--- src/hdl/ccml_pkg.sv ---
// ----------------------------------------------------------------------------
// ccml_pkg
// Shared types and constants for the character class map lookup block.
// ----------------------------------------------------------------------------
package ccml_pkg;

   localparam int CP_BITS     = 21;
   localparam int VALUE_BITS  = 16;
   localparam int KIND_BITS   = 2;
   localparam int STATUS_BITS = 2;

   localparam int RANGE_ENTRIES_DEFAULT = 64;
   localparam int DIRECT_SIZE_DEFAULT   = 128;

   // item kinds
   localparam logic [KIND_BITS-1:0] KIND_LOOKUP = 2'd0;
   localparam logic [KIND_BITS-1:0] KIND_LOAD   = 2'd1;
   localparam logic [KIND_BITS-1:0] KIND_CLEAR  = 2'd2;

   // load status codes
   localparam logic [STATUS_BITS-1:0] STATUS_OK       = 2'd0;
   localparam logic [STATUS_BITS-1:0] STATUS_FULL     = 2'd1;
   localparam logic [STATUS_BITS-1:0] STATUS_REVERSED = 2'd2;

   typedef enum logic [2:0] {
      ST_IDLE,
      ST_DECODE,
      ST_DIRECT,
      ST_SWEEP,
      ST_SEARCH
   } ccml_state_type;

   // source of the result fields
   typedef enum logic [2:0] {
      RES_ZERO,
      RES_STATUS,
      RES_DIRECT,
      RES_DEFAULT,
      RES_RANGE
   } ccml_res_sel_type;

   typedef struct packed {
      logic [CP_BITS-1:0]    range_start;
      logic [CP_BITS-1:0]    range_end;
      logic [VALUE_BITS-1:0] value;
   } ccml_row_type;

   // controller to datapath
   typedef struct packed {
      logic             capture;
      logic             decode_load;
      logic             clear;
      logic             direct_read;
      logic             sweep_write;
      logic             search_init;
      logic             search_step;
      logic             emit;
      ccml_res_sel_type res_sel;
   } ccml_cmd_type;

   // datapath to controller
   typedef struct packed {
      logic [KIND_BITS-1:0] kind;
      logic                 cp_low;
      logic                 lookup_skip;
      logic                 load_direct;
      logic                 sweep_last;
      logic                 search_hit;
      logic                 search_more;
   } ccml_stat_type;

endpackage

--- src/hdl/ccml_controller.sv ---
// ----------------------------------------------------------------------------
// ccml_controller
// Sequencer: decodes each item and steps the datapath through direct reads,
// direct map fill sweeps and the range table search.
// ----------------------------------------------------------------------------
module ccml_controller (
   input  logic                   clock,
   input  logic                   reset,
   input  logic                   start,
   output logic                   busy,
   input  ccml_pkg::ccml_stat_type stat,
   output ccml_pkg::ccml_cmd_type  cmd
);
   import ccml_pkg::*;

   ccml_state_type state_ff;
   ccml_state_type state_in;

   always_ff @(posedge clock) begin
      if (reset) begin
         state_ff <= ST_IDLE;
      end else begin
         state_ff <= state_in;
      end
   end

   assign busy = (state_ff != ST_IDLE);

   // next state
   always_comb begin
      state_in = state_ff;
      case (state_ff)
         ST_IDLE: begin
            if (start) begin
               state_in = ST_DECODE;
            end
         end
         ST_DECODE: begin
            state_in = ST_IDLE;
            if (stat.kind == KIND_LOOKUP) begin
               if (stat.cp_low) begin
                  state_in = ST_DIRECT;
               end else if (!stat.lookup_skip) begin
                  state_in = ST_SEARCH;
               end
            end else if (stat.kind == KIND_LOAD) begin
               if (stat.load_direct) begin
                  state_in = ST_SWEEP;
               end
            end
         end
         ST_DIRECT: begin
            state_in = ST_IDLE;
         end
         ST_SWEEP: begin
            if (stat.sweep_last) begin
               state_in = ST_IDLE;
            end
         end
         ST_SEARCH: begin
            if (stat.search_hit || !stat.search_more) begin
               state_in = ST_IDLE;
            end
         end
         default: begin
            state_in = ST_IDLE;
         end
      endcase
   end

   // commands
   always_comb begin
      cmd = '0;
      cmd.res_sel = RES_ZERO;
      case (state_ff)
         ST_IDLE: begin
            cmd.capture = start;
         end
         ST_DECODE: begin
            if (stat.kind == KIND_LOOKUP) begin
               if (stat.cp_low) begin
                  cmd.direct_read = 1'b1;
               end else if (stat.lookup_skip) begin
                  cmd.emit    = 1'b1;
                  cmd.res_sel = RES_DEFAULT;
               end else begin
                  cmd.search_init = 1'b1;
               end
            end else if (stat.kind == KIND_LOAD) begin
               cmd.decode_load = 1'b1;
               if (!stat.load_direct) begin
                  cmd.emit    = 1'b1;
                  cmd.res_sel = RES_STATUS;
               end
            end else if (stat.kind == KIND_CLEAR) begin
               cmd.clear = 1'b1;
               cmd.emit  = 1'b1;
            end else begin
               cmd.emit = 1'b1;
            end
         end
         ST_DIRECT: begin
            cmd.emit    = 1'b1;
            cmd.res_sel = RES_DIRECT;
         end
         ST_SWEEP: begin
            cmd.sweep_write = 1'b1;
            if (stat.sweep_last) begin
               cmd.emit    = 1'b1;
               cmd.res_sel = RES_STATUS;
            end
         end
         ST_SEARCH: begin
            cmd.search_step = 1'b1;
            if (stat.search_hit) begin
               cmd.emit    = 1'b1;
               cmd.res_sel = RES_RANGE;
            end else if (!stat.search_more) begin
               cmd.emit    = 1'b1;
               cmd.res_sel = RES_DEFAULT;
            end
         end
         default: begin
            cmd = '0;
         end
      endcase
   end

   a_accept_busy: assert property (@(posedge clock) disable iff (reset)
      (start && !busy) |=> busy)
      else $error("accepted item did not make the block busy");

   a_emit_idle: assert property (@(posedge clock) disable iff (reset)
      cmd.emit |=> !busy)
      else $error("block still busy after emitting a result");

   a_emit_once: assert property (@(posedge clock) disable iff (reset)
      cmd.emit |=> !cmd.emit)
      else $error("two results emitted back to back for one item");

endmodule

--- config.mk ---
export PLATFORM = sky130hd
export DESIGN_NAME = ccml_controller
export DESIGN_NICKNAME = d
export VERILOG_FILES = /design/src/hdl/ccml_pkg.sv /design/src/hdl/ccml_controller.sv
export SDC_FILE = /design/constraint.sdc
export NUM_CORES = 1
export LEC_CHECK = 0
export CAP_MARGIN = 20
export CELL_PAD_IN_SITES_DETAIL_PLACEMENT = 1
export CELL_PAD_IN_SITES_GLOBAL_PLACEMENT = 1
export CORE_AREA = 5 5 42 44
export DETAILED_ROUTE_END_ITERATION = 8
export DIE_AREA = 0 0 47 49
export DONT_BUFFER_PORTS = 1
export HOLD_SLACK_MARGIN = 0.03
export MAX_ROUTING_LAYER = met4
export PLACE_DENSITY = 0.6
export RECOVER_POWER = 25
export SLEW_MARGIN = 20
export SYNTH_ARGS = -nofsm -noshare
export SYNTH_HDL_FRONTEND = slang
export SYNTH_SLANG_ARGS = --single-unit
--- constraint.sdc ---
create_clock -name clock -period 1.4 [get_ports clock]
set_input_delay 0.07 -clock clock [delete_from_list [all_inputs] [get_ports clock]]
set_output_delay 0.07 -clock clock [all_outputs]
set_load 0.02 [all_outputs]
==> reports/results.tsv <==
stage	metric	value	unit
status	status	complete, but fails checks	
status	violations	negative setup slack	
finish	area_growth_syn_to_layout	80.1	%
floorplan	std_cell_rows	14	
setup_path	critPathKind	reg2out	
routing	wl_per_cell	14.9	um
timing	period_share	108	%
global_route	grt_use_total	11.2	%
timing	rsz0062_at_grt	yes	
logic_synthesis	yosysSeqAreaShare	18.0	%
timing	hold_viol_final	0	
finish	nFillCells	185	
clock_tree	cts_made_buffers	3	
timing	setup_viol	6	
setup_path	crit_fanout	4	
logic_synthesis	postSynthCellCount	43	
floorplan	core-area	1400	um2
power	pwr_density_cell	627	nW/um2
global_route	grt_max_degree	9	
routing	dr_total_vias	413	
finish	fin_util	42.8	%
floorplan	die_width	47	um
setup_path	setup.worst_path.end_class	primary output	
setup_path	cp-start-kind	flop	
logic_synthesis	synth_nets	54	
finish	fin_nets	76	
finish	finalNonFillerCells	80	
placed_design	port_buffers	0	
floorplan	dieHeight	49	um
timing	skew	0.00585	ns
routing	wl	1.19	mm
global_route	overflow	0	
placed_design	placedCellCount	68	
global_route	antenna_found_initial	0	
hold_path	hold_path.class	in2reg	
finish	largest_registers	state_ff x3	
routing	met1_length	422	um
routing	top_layer	met3	
run	maxCapViolCount	0	
floorplan	die_area	2300	um2
finish	largest_reg_flops	3	
clock_tree	worst_skew_pair.late_latency	0.23	ns
logic_synthesis	ys_ff_latch	3	
timing	finalMaxSlewViolations	0	
routing	drtIter0Drc	0	
logic_synthesis	ys_warn_count	0	
routing	drtPass1Iterations	1	
routing	postRouteAntennaNets	0	
global_route	grt_pass1_vias	452	
routing	route.detailed.drc	0	
routing	wl_met2	718	um
logic_synthesis	synth_area	333	um2
routing	avgViaCountPerCell	5.16	
timing	worst_pin_slew	0.320	ns
timing	max_slew_margin	78.5	%
logic_synthesis	syn_avg_cell_area	7.74	um2
placed_design	place.gp.congestion	0.780	
clock_tree	clkTransAtPathRegs	0.04	ns
routing	wl_met3	53	um
setup_path	arrival	1.45	ns
clock_tree	cts-htree-levels	1	
timing	hold_ws	0.0678	ns
clock_tree	cts.sinks	3	
timing	setup_ws	-0.119	ns
power	vdd_drop_max	0.000389	V
timing	post-route-min-period	1.52	ns
floorplan	ios	23	
clock_tree	cts_tree	yes	
logic_synthesis	ys_types	27	
setup_path	crit_required	1.33	ns
finish	diodes	0	
global_route	grt_pass1_wl	1.90	mm
finish	drive_above_1_share	60.9	%
finish	regMostFlops	state_ff	
timing	fmax	658	MHz
clock_tree	cts_buffer_depth	2	
clock_tree	cts_root_buf	clkbuf_4	
power	leakage	0.257	nW
floorplan	start_util	23.7	%
==> kinds of logic (layout without fill, tap and decap cells) <==
group / Yosys count / in the layout / share of synthesized area [%]
multiplexers: 1 / 1 / 3.38
buffers and inverters: 4 / 25 / 4.51
AO/OA/AOI/OAI: 10 / 10 / 21.8
flip-flops: 3 / 3 / 18.0
AND/OR/NAND/NOR: 25 / 25 / 52.3
==> layout make-up <==
class                           instances  area, um2  share of cell area, %
Tap cell                               16       20.0                   3.34
Multi-Input combinational cell         36        329                   54.9
Sequential cell                         3       67.6                   11.3
Timing Repair Buffer                   18        145                   24.2
Inverter                                3       11.3                   1.88
Clock buffer                            4       26.3                   4.38
==> repair_timing <==
item,in CTS,in global routing
buffers inserted,5,2
hold buffers,1,0
pin swaps,4,6
gates resized for setup,12,11
endpoints found under the setup margin,7,9
endpoints found under the hold margin,3,0
==> power by group <==
| part | leakage (nW) | switching, mW | internal (mW) |
|---|---|---|---|
| clock | 0.0150 | 0.0455 | 0.107 |
| combinational | 0.216 | 0.0658 | 0.0664 |
| sequential | 0.0261 | 0.00485 | 0.0863 |
==> final timing paths <==
check	start	to	slack (ns)	cells past startpoint
max reg2reg	state_ff[2]	state_ff[2]	0.04	5
min	start	state_ff[1]	0.07	2
max	state_ff[2]	cmd[9]	-0.12	5
min reg2reg	state_ff[0]	state_ff[1]	0.70	4
==> through the flow <==
stage	setup TNS [ns]	total power, mW	area (um2)	setup WS, ns
floorplan	0	0.162	333	0.0127
global placement	0	0.194	424	0.135
detailed placement	0	0.196	424	0.110
CTS	-0.408	0.365	532	-0.116
global route	-0.965	0.403	599	-0.187
finish	-0.409	0.376	599	-0.119
==> synthesized netlist by cell type, drive strengths merged <==
| cell | instances | area, um2 |
|---|---|---|
| a2bb2oi | 1 | 8.76 |
| nor2 | 5 | 18.8 |
| and3 | 2 | 12.5 |
| o21ba | 1 | 10.0 |
| mux2 | 1 | 11.3 |
| and2 | 2 | 13.8 |
| nor3b | 2 | 15.0 |
| nor2b | 2 | 12.5 |
| nor3 | 3 | 15.0 |
| nand2 | 1 | 3.75 |
| inv | 3 | 11.3 |
| nor4 | 3 | 33.8 |
| clkbuf | 1 | 3.75 |
| o21ai | 2 | 10.0 |
| o21bai | 1 | 7.51 |
| nand2b | 2 | 20.0 |
| or3 | 1 | 11.3 |
| a221o | 1 | 10.0 |
| a311oi | 1 | 8.76 |
| o31ai | 1 | 7.51 |
| nor4b | 1 | 8.76 |
| a21oi | 2 | 10.0 |
| or3b | 1 | 8.76 |
| dfxtp | 3 | 60.1 |
==> per-layer routing <==
metal | vias up | track usage (%)
li1 | 203 | -
met1 | 201 | 11.1
met2 | 9 | 20.1
met3 | 0 | 1.48
met4 | 0 | 5.53
met5 | - | -
==> worst max-delay path: stages, from the launching register on <==
cell      delay [ns]
dfxtp_4         0.35
nand2b_4        0.15
or3_4           0.36
buf_4           0.16
nor2_4          0.08
buf_6           0.12
==> placed cells by master (no fill, tap or decap), types with 2 or more instances in the layout <==
master and n:
and2_2 2, buf_4 15, buf_6 2, clkbuf_4 3, dfxtp_4 2, inv_1 3
nor2_1 4, nor2b_4 2, nor4_1 2
Power figures use the tool's default switching activity.
